==> config.mk <==
export PLATFORM = sky130hd
export DESIGN_NAME = vector_l2_normalizer
export DESIGN_NICKNAME = d
export VERILOG_FILES = /design/src/vln_pkg.sv /design/src/vln_store.sv /design/src/vln_cmpsub.sv /design/src/vector_l2_normalizer.sv
export SDC_FILE = /design/constraint.sdc
export NUM_CORES = 2
export LEC_CHECK = 0
export BUFFER_PORTS_ARGS = -buffer_cell sky130_fd_sc_hd__buf_4
export CORE_MARGIN = 2
export CORE_UTILIZATION = 45
export DETAILED_ROUTE_END_ITERATION = 6
export GPL_TIMING_DRIVEN = 0
export SLEW_MARGIN = 10
export SYNTH_ARGS = -nofsm -noshare
export SYNTH_HDL_FRONTEND = slang
export SYNTH_SLANG_ARGS = --single-unit
==> constraint.sdc <==
create_clock -name clk_i -period 5.5 [get_ports clk_i]
set_input_delay 1.1 -clock clk_i [delete_from_list [all_inputs] [get_ports clk_i]]
set_output_delay 1.1 -clock clk_i [all_outputs]
set_load 0.02 [all_outputs]
==> src/vln_pkg.sv <==
// Shared types and constants of the vector L2 normaliser.
`timescale 1ns / 1ps
`default_nettype none
package vln_pkg;

  // Default vector length that the element store holds.
  localparam int MAX_DIM_DEF = 64;

  // Field widths of one input item and one result item.
  localparam int ELEM_W = 16;
  // Sum of squares width, and the radicand register, which is padded to an even width.
  localparam int SUM_W  = 37;
  localparam int RAD_W  = 38;
  // Integer square root of the sum fits in this many bits.
  localparam int ROOT_W = 19;
  // Partial remainder of the root extraction.
  localparam int REM_W  = 20;
  // Width of the shared compare and subtract unit.
  localparam int CS_W   = 22;

  // One root bit per step, and one quotient bit per step.
  localparam int SQRT_STEPS = RAD_W / 2;
  localparam int DIV_STEPS  = 15;
  localparam int ITER_W     = 5;

  // Unity in Q1.14, which is also the saturation bound of a result.
  localparam logic [DIV_STEPS-1:0] ONE_Q14 = 15'd16384;

  typedef struct packed {
    logic signed [ELEM_W-1:0] element;
    logic                     last_element;
  } vln_in_t;

  typedef struct packed {
    logic signed [ELEM_W-1:0] unit_element;
    logic                     last_result;
  } vln_out_t;

endpackage
`default_nettype wire

==> src/vln_store.sv <==
// Element store: one write port and one registered read port.
`timescale 1ns / 1ps
`default_nettype none
module vln_store #(
  parameter int DEPTH = vln_pkg::MAX_DIM_DEF,
  parameter int AW    = 6
) (
  input  wire logic                        clk_i,
  input  wire logic                        wr_en_i,
  input  wire logic [AW-1:0]               wr_addr_i,
  input  wire logic [vln_pkg::ELEM_W-1:0]  wr_data_i,
  input  wire logic [AW-1:0]               rd_addr_i,
  output logic      [vln_pkg::ELEM_W-1:0]  rd_data_o
);
  import vln_pkg::*;

  logic [ELEM_W-1:0] mem_q [DEPTH];

  // Write the arriving element at the fill position.
  always_ff @(posedge clk_i) begin
    if (wr_en_i) begin
      mem_q[wr_addr_i] <= wr_data_i;
    end
  end

  // Registered read of the element being normalised.
  always_ff @(posedge clk_i) begin
    rd_data_o <= mem_q[rd_addr_i];
  end

endmodule
`default_nettype wire

==> src/vln_cmpsub.sv <==
// Shared compare and subtract unit used by the root extraction and the division.
`timescale 1ns / 1ps
`default_nettype none
module vln_cmpsub (
  input  wire logic [vln_pkg::CS_W-1:0] a_i,
  input  wire logic [vln_pkg::CS_W-1:0] b_i,
  output logic                          ge_o,
  output logic      [vln_pkg::CS_W-1:0] diff_o
);
  import vln_pkg::*;

  logic [CS_W:0] wide_diff;

  // One subtraction gives both the difference and the borrow.
  always_comb begin
    wide_diff = {1'b0, a_i} - {1'b0, b_i};
    ge_o      = ~wide_diff[CS_W];
    diff_o    = wide_diff[CS_W-1:0];
  end

endmodule
`default_nettype wire

==> src/vector_l2_normalizer.sv <==
// Top level of the vector L2 normaliser: sequencer, sum of squares and output register.
// An item without the last mark is taken while the block gathers elements and gives no result.
// After the last item the square root is extracted, then each stored element passes
// through read, set-up, 15 division steps and output, using the shared compare and
// subtract unit; the output step waits while the output is stalled.
// Reset clears the sequencer, the sum, the fill count and the output register;
// the element store is not cleared, as only entries of the current vector are read.
`timescale 1ns / 1ps
`default_nettype none
module vector_l2_normalizer #(
  parameter int MAX_DIM = vln_pkg::MAX_DIM_DEF
) (
  input  wire logic              clk_i,
  input  wire logic              rst_ni,
  input  wire logic              in_valid_i,
  output logic                   in_stall_o,
  input  wire vln_pkg::vln_in_t  in_data_i,
  output logic                   out_valid_o,
  input  wire logic              out_stall_i,
  output vln_pkg::vln_out_t      out_data_o
);
  import vln_pkg::*;

  localparam int AW = (MAX_DIM > 1) ? $clog2(MAX_DIM) : 1;
  localparam int CW = $clog2(MAX_DIM + 1);

  typedef enum logic [2:0] {
    S_LOAD,
    S_SQRT,
    S_READ,
    S_DINIT,
    S_DIV,
    S_PUT
  } state_e;

  state_e               state_q, state_d;
  logic [CW-1:0]        count_q, count_d;
  logic [CW-1:0]        idx_q, idx_d;
  logic [SUM_W-1:0]     sum_q, sum_d;
  logic [RAD_W-1:0]     rad_q, rad_d;
  logic [REM_W-1:0]     rem_q, rem_d;
  logic [ROOT_W-1:0]    root_q, root_d;
  logic [DIV_STEPS-1:0] dvd_q, dvd_d;
  logic [DIV_STEPS-1:0] quo_q, quo_d;
  logic                 neg_q, neg_d;
  logic [ITER_W-1:0]    iter_q, iter_d;
  logic                 out_valid_q, out_valid_d;
  vln_out_t             out_data_q, out_data_d;

  logic                 accept;
  logic                 room;
  logic [ELEM_W-1:0]    mag_in;
  logic [2*ELEM_W-1:0]  square;
  logic [SUM_W-1:0]     sum_next;
  logic [ELEM_W-1:0]    rd_data;
  logic [ELEM_W-1:0]    mag_rd;
  logic [CS_W-1:0]      cs_a, cs_b, cs_diff;
  logic                 cs_ge;
  logic                 is_last_out;
  logic [DIV_STEPS-1:0] quo_sat;
  logic [ELEM_W-1:0]    quo_ext;

  // Input side: an item is taken only while the block gathers elements.
  assign in_stall_o = (state_q != S_LOAD);
  assign accept     = in_valid_i && (state_q == S_LOAD);
  assign room       = (count_q < CW'(MAX_DIM));

  // Magnitude and square of the arriving element.
  always_comb begin
    mag_in   = in_data_i.element[ELEM_W-1] ? (~in_data_i.element + 1'b1) : in_data_i.element;
    square   = mag_in * mag_in;
    sum_next = sum_q + SUM_W'(square);
  end

  vln_store #(
    .DEPTH (MAX_DIM),
    .AW    (AW)
  ) u_store (
    .clk_i     (clk_i),
    .wr_en_i   (accept && room),
    .wr_addr_i (count_q[AW-1:0]),
    .wr_data_i (in_data_i.element),
    .rd_addr_i (idx_q[AW-1:0]),
    .rd_data_o (rd_data)
  );

  // Operand selection for the shared unit: a root trial or a division step.
  always_comb begin
    if (state_q == S_SQRT) begin
      cs_a = {rem_q, rad_q[RAD_W-1 -: 2]};
      cs_b = {1'b0, root_q, 2'b01};
    end else begin
      cs_a = {2'b00, rem_q[ROOT_W-1:0], dvd_q[DIV_STEPS-1]};
      cs_b = {3'b000, root_q};
    end
  end

  vln_cmpsub u_cmpsub (
    .a_i    (cs_a),
    .b_i    (cs_b),
    .ge_o   (cs_ge),
    .diff_o (cs_diff)
  );

  // Result formatting: saturate, apply the sign, force zero for a zero norm.
  always_comb begin
    mag_rd      = rd_data[ELEM_W-1] ? (~rd_data + 1'b1) : rd_data;
    is_last_out = ((idx_q + CW'(1)) == count_q);
    if (root_q == '0) begin
      quo_sat = '0;
    end else if (quo_q > ONE_Q14) begin
      quo_sat = ONE_Q14;
    end else begin
      quo_sat = quo_q;
    end
    quo_ext = {1'b0, quo_sat};
    out_data_d.unit_element = neg_q ? (~quo_ext + 1'b1) : quo_ext;
    out_data_d.last_result  = is_last_out;
  end

  // Sequencer: gather, extract the root, then divide each stored element.
  always_comb begin
    state_d     = state_q;
    count_d     = count_q;
    idx_d       = idx_q;
    sum_d       = sum_q;
    rad_d       = rad_q;
    rem_d       = rem_q;
    root_d      = root_q;
    dvd_d       = dvd_q;
    quo_d       = quo_q;
    neg_d       = neg_q;
    iter_d      = iter_q;
    out_valid_d = out_valid_q && out_stall_i;

    unique case (state_q)
      S_LOAD: begin
        if (accept) begin
          if (room) begin
            count_d = count_q + CW'(1);
            sum_d   = sum_next;
          end
          if (in_data_i.last_element) begin
            rad_d   = {1'b0, (room ? sum_next : sum_q)};
            sum_d   = '0;
            rem_d   = '0;
            root_d  = '0;
            iter_d  = '0;
            state_d = S_SQRT;
          end
        end
      end
      S_SQRT: begin
        rad_d  = rad_q << 2;
        rem_d  = cs_ge ? cs_diff[REM_W-1:0] : cs_a[REM_W-1:0];
        root_d = {root_q[ROOT_W-2:0], cs_ge};
        iter_d = iter_q + ITER_W'(1);
        if (iter_q == ITER_W'(SQRT_STEPS - 1)) begin
          idx_d   = '0;
          state_d = S_READ;
        end
      end
      S_READ: begin
        state_d = S_DINIT;
      end
      S_DINIT: begin
        rem_d   = {5'b00000, mag_rd[ELEM_W-1:1]};
        dvd_d   = {mag_rd[0], 14'b0};
        neg_d   = rd_data[ELEM_W-1];
        quo_d   = '0;
        iter_d  = '0;
        state_d = S_DIV;
      end
      S_DIV: begin
        rem_d  = {1'b0, (cs_ge ? cs_diff[ROOT_W-1:0] : cs_a[ROOT_W-1:0])};
        quo_d  = {quo_q[DIV_STEPS-2:0], cs_ge};
        dvd_d  = dvd_q << 1;
        iter_d = iter_q + ITER_W'(1);
        if (iter_q == ITER_W'(DIV_STEPS - 1)) begin
          state_d = S_PUT;
        end
      end
      S_PUT: begin
        if (!out_valid_q || !out_stall_i) begin
          out_valid_d = 1'b1;
          if (is_last_out) begin
            count_d = '0;
            state_d = S_LOAD;
          end else begin
            idx_d   = idx_q + CW'(1);
            state_d = S_READ;
          end
        end
      end
      default: begin
        state_d = S_LOAD;
      end
    endcase
  end

  // State, working registers and the output register.
  always_ff @(posedge clk_i or negedge rst_ni) begin
    if (!rst_ni) begin
      state_q     <= S_LOAD;
      count_q     <= '0;
      idx_q       <= '0;
      sum_q       <= '0;
      rad_q       <= '0;
      rem_q       <= '0;
      root_q      <= '0;
      dvd_q       <= '0;
      quo_q       <= '0;
      neg_q       <= 1'b0;
      iter_q      <= '0;
      out_valid_q <= 1'b0;
      out_data_q  <= '0;
    end else begin
      state_q     <= state_d;
      count_q     <= count_d;
      idx_q       <= idx_d;
      sum_q       <= sum_d;
      rad_q       <= rad_d;
      rem_q       <= rem_d;
      root_q      <= root_d;
      dvd_q       <= dvd_d;
      quo_q       <= quo_d;
      neg_q       <= neg_d;
      iter_q      <= iter_d;
      out_valid_q <= out_valid_d;
      if ((state_q == S_PUT) && (!out_valid_q || !out_stall_i)) begin
        out_data_q <= out_data_d;
      end
    end
  end

  assign out_valid_o = out_valid_q;
  assign out_data_o  = out_data_q;

`ifndef SYNTHESIS
  // The fill count never passes the store depth.
  a_count_bound: assert property (@(posedge clk_i) disable iff (!rst_ni)
    count_q <= CW'(MAX_DIM))
    else $error("Element count exceeds the store depth.");

  // The partial remainder of a division stays below the root.
  a_rem_bound: assert property (@(posedge clk_i) disable iff (!rst_ni)
    (state_q == S_DIV && root_q != '0) |-> (rem_q < {1'b0, root_q}))
    else $error("Division remainder is not below the root.");

  // A quotient never exceeds unity, since the root bounds every element.
  a_quo_bound: assert property (@(posedge clk_i) disable iff (!rst_ni)
    (state_q == S_PUT && root_q != '0) |-> (quo_q <= ONE_Q14))
    else $error("Quotient exceeds unity.");

  // Each output handed over in the output state is valid in the next cycle.
  a_put_valid: assert property (@(posedge clk_i) disable iff (!rst_ni)
    (state_q == S_PUT && (!out_valid_q || !out_stall_i)) |=> out_valid_q)
    else $error("Result was not loaded into the output register.");
`endif

endmodule
`default_nettype wire
==> results.md <==
Outcome:
- The run finished, with violations left.
- The checks that failed: setup timing.

Floorplan:
- The die is 363 um wide.
- The die area is 132000 um2.
- The floorplan die height is 363 um.
- 40 I/O pins were placed.
- The area of the core region is 128000 um2.
- For this configuration, the core starts out at a cell density of 45.4%.
- The floorplan has 131 rows.

Clocking:
- The total number of clock tree sinks is 1211.
- The clock root buffer master is sky130_fd_sc_hd__clkbuf_16.
- The cts-stage hold buffer count is 0.
- The CTS H-tree depth is 3.
- The later pin in the worst-skew pair is clocked with a latency of 760 ps.
- No sink is reached through more buffers than the 3 on the longest clock path.
- TritonCTS created 121 clock buffers.
- The register clock-pin slew on the reported worst setup and hold paths is 60 ps.
- The clock tree from TritonCTS is built.

Critical path:
- Data on the critical path is required at its endpoint by 6170 ps.
- The slowest stage of the critical path is the sky130_fd_sc_hd__fa_1 cell.
- The critical path launch point type is an input port.
- In this run the worst path has a maximum fanout of 4.
- The most prevalent standard cell on the critical path is sky130_fd_sc_hd__fa_1.
- At the worst endpoint, the arrival time is 8660 ps.
- STA classifies the critical path endpoint as a register.
- The length in cells of the worst reg-to-reg path is 18.
- On the worst path, the slowest cell contributes a delay of 560 ps.
- The type of the setup path with the least slack is in -> reg.

Run:
- Max-cap violations in this run came to 0.

Layout:
- The post-route cell area is 68300 um2.
- Of the cells placed in the final design, the portion with a size suffix greater than 1 is 26.2%.
- The synthesis-to-finish area growth is 17.8%.
- The net total in the final layout is 4383.
- The fill cell instance count of the final layout is 10200.

Synth:
- Summing the areas of all compound-gate instances in the mapped netlist gives 5.16% of the synthesized area.
- The mean post-synth cell area is 15.7 um2.
- In the synthesized netlist the async set-or-reset flop fraction comes to 14.1%.
- The netlist area before placement is 57900 um2.
- After Yosys synthesis, XOR and XNOR cells account for 1.58% of the synthesized area.
- For this run, the register share of the synthesized area comes to 61.0%.
- In this run, synthesis inferred 1024 flip-flops with an integrated enable.
- After synthesis, the largest family of logic cells by area is multiplexers.
- The share of synthesized cell area in and, or, nand and nor gates is 5.11%.
- For this run, the leading register cell type out of synthesis is sky130_fd_sc_hd__edfxtp_1.
- Synthesis produced a netlist whose cell count is 3695.
- The distinct cell type count of the synthesized netlist is 80.
- The post-synthesis adder-cell area fraction is 9.59%.
- The Yosys warning count is 0.
- The share of synthesized area spent on multiplexers is 13.9%.
- The synthesized design contains 1211 register bits.

STA:
- After layout, the worst setup slack is -2490 ps.
- The final number of setup-violating endpoints is 60.
- The portion of the clock cycle consumed by the worst path in the final layout is 145%.
- The number of failing hold endpoints at the final stage is 0.
- The worst-margin pin slew is 1260 ps.
- Static timing analysis puts the maximum clock frequency at 125 MHz.
- Setup repair after global routing could not meet its margin everywhere.
- The number of slew-limit violations in the final report is 0.
- The max-slew headroom at the worst pin is 15.8%.
- The minimum period implied by the final worst setup slack is 7990 ps.
- Clock skew on the completed layout was measured at 81.4 ps.

Placement:
- The placed instances occupy a cell area of 61700 um2.
- After legalization and detailed placement, the total HPWL measured 103000 um.
- Routability-driven placement finished with a final weighted congestion of 0.862.
- The quantity of I/O buffers inserted on ports is 39.
- Before CTS, the worst setup slack after placement is -4700 ps.

Route:
- The average vias per placed instance is 5.81.
- In this run the remaining antenna-violating nets after routing total 0.
- Summing over every cut layer, the via total after detailed routing is 33700.
- The number of design-rule violations left by the first detailed-router iteration is 3201.
- The first TritonRoute pass finished after 5 iterations.
- The routed length per placed instance is 27.0 um.
- The number of remaining DRC errors is 0.
- The final layout contains routed wiring with a total length of 157000 um.

Global route:
- The overall global routing resource usage is 24.0%.
- The maximum number of pins on one net before global-route repair is 99.
- The initial antenna violation count is 4.
- The number of global-route vias before repair is 34000.
- The first-pass GRT wire length is 230000 um.
- The total grt overflow is 0.

Min path:
- The class of the worst hold path is in -> async.
==> state kept, by name (all words and copies together), names as in the netlist <==
name	count
out_data_o	17
root_q	19
dvd_q	1
rem_q	20
idx_q	7
out_valid_o	1
sum_q	37
count_q	7
neg_q	1
u_store.rd_data_o	16
iter_q	5
quo_q	15
rad_q	38
state_q	3
u_store.mem_q	1024
==> cells by family (layout without fill, tap and decap cells) <==
| family | after synthesis | after routing |
|---|---|---|
| mux | 386 | 386 |
| flops | 1211 | 1211 |
| xor+xnor | 99 | 99 |
| buf+inv | 545 | 976 |
| other cells | 2 | 13 |
| simple gates | 674 | 674 |
| compound gates | 451 | 451 |
| fa+ha+maj | 327 | 327 |
==> worst max-delay path, delay by kind of cell <==
kind            cells  cell delay, ps
compound gates      5            1150
simple gates        8            1770
buf+inv             8             900
xor+xnor            1             230
fa+ha+maj           8            3450
==> cells in the mapped netlist (all sizes together), types with 16 or more instances <==
cell	count	share of area, %
nand2	296	1.9
nor3	18	0.16
a22o	56	0.85
buf	52	0.41
xnor2	58	0.92
or3	16	0.17
a21oi	88	0.76
nand3	30	0.26
dfrtp	171	7.4
ha	132	2.9
clkbuf	116	0.75
inv	373	2.4
edfxtp	1024	53
nor2	204	1.3
dfxtp	16	0.55
a21o	27	0.35
a22oi	17	0.22
o21ai	133	1.2
fa	195	6.7
xor2	39	0.59
nand2b	19	0.21
mux4	336	13
mux2i	47	0.81
a31oi	20	0.22
==> layout make-up <==
type	instances	area, um2	area share [%]
tap	1662	2080	3.05
inverter	377	1460	2.14
buffer	164	724	1.06
clock buffer	163	3330	4.88
timing repair buffer	212	2490	3.65
sequential	1211	35300	51.8
clock inverter	60	606	0.887
antenna	2	5.00	0.00733
multi-input combinational	1948	22200	32.5
==> per-layer routing <==
metal  wire, um  global-route usage [%]  vias to the layer above
met5         28                       0                        -
met4       5000                    7.27                        4
met3       9520                    3.90                      252
met2      77400                    39.6                     1129
met1      64800                    32.9                    17800
li1           -                       -                    14500
==> worst paths after layout <==
kind | end | from | slack (ps)
min reg2reg | rad_q[12] | rad_q[12] | 480
max | rad_q[28] | in_data_i[1] | -2490
min in group clk_i | rad_q[12] | rad_q[12] | 480
max in group asynchronous | count_q[0] | rst_ni | 4210
max reg2reg | rad_q[28] | sum_q[7] | 480
min | sum_q[4] | rst_ni | 400
==> cell usage in the layout, fill, tap and decap left out, drive strengths merged, types with 8 or more instances in the layout <==
cell	n
clkbuf	274
mux2i	47
o21a	11
nor2	204
and2	10
or4	8
conb	11
dfxtp	16
nand4	12
o31ai	13
edfxtp	1024
o211ai	13
nor2b	14
and3	13
mux4	336
a211oi	11
a22o	56
or3	16
ha	132
nand2b	19
a31oi	20
inv	378
dfrtp	171
xnor2	58
nor4	11
a21oi	88
o21ai	133
a21o	27
xor2	39
a22oi	17
buf	259
nand3	30
nor3	18
clkinv	50
nand2	296
fa	195
==> stage by stage <==
stage	TNS [ps]	cells	utilization, %	hold WS, ps
floorplan	-118610	3704	-	445
global placement	-244410	5405	47.5	462
detailed placement	-240820	5470	48.3	470
CTS	-107280	5745	52.6	410
global route	-126800	5797	53.5	447
finish	-116970	5799	53.5	398
==> timing repair <==
| action | 4_1_cts | 5_1_grt |
|---|---|---|
| endpoints found under the hold margin | 0 | 0 |
| buffers inserted | 48 | 54 |
| resized for setup | 208 | 185 |
| gates cloned | 6 | 0 |
| endpoints found under the setup margin | 66 | 67 |
| pin swaps | 61 | 116 |
Power is not shown: default switching activity piles up to over one toggle a cycle in this logic, so the estimate is an artifact.
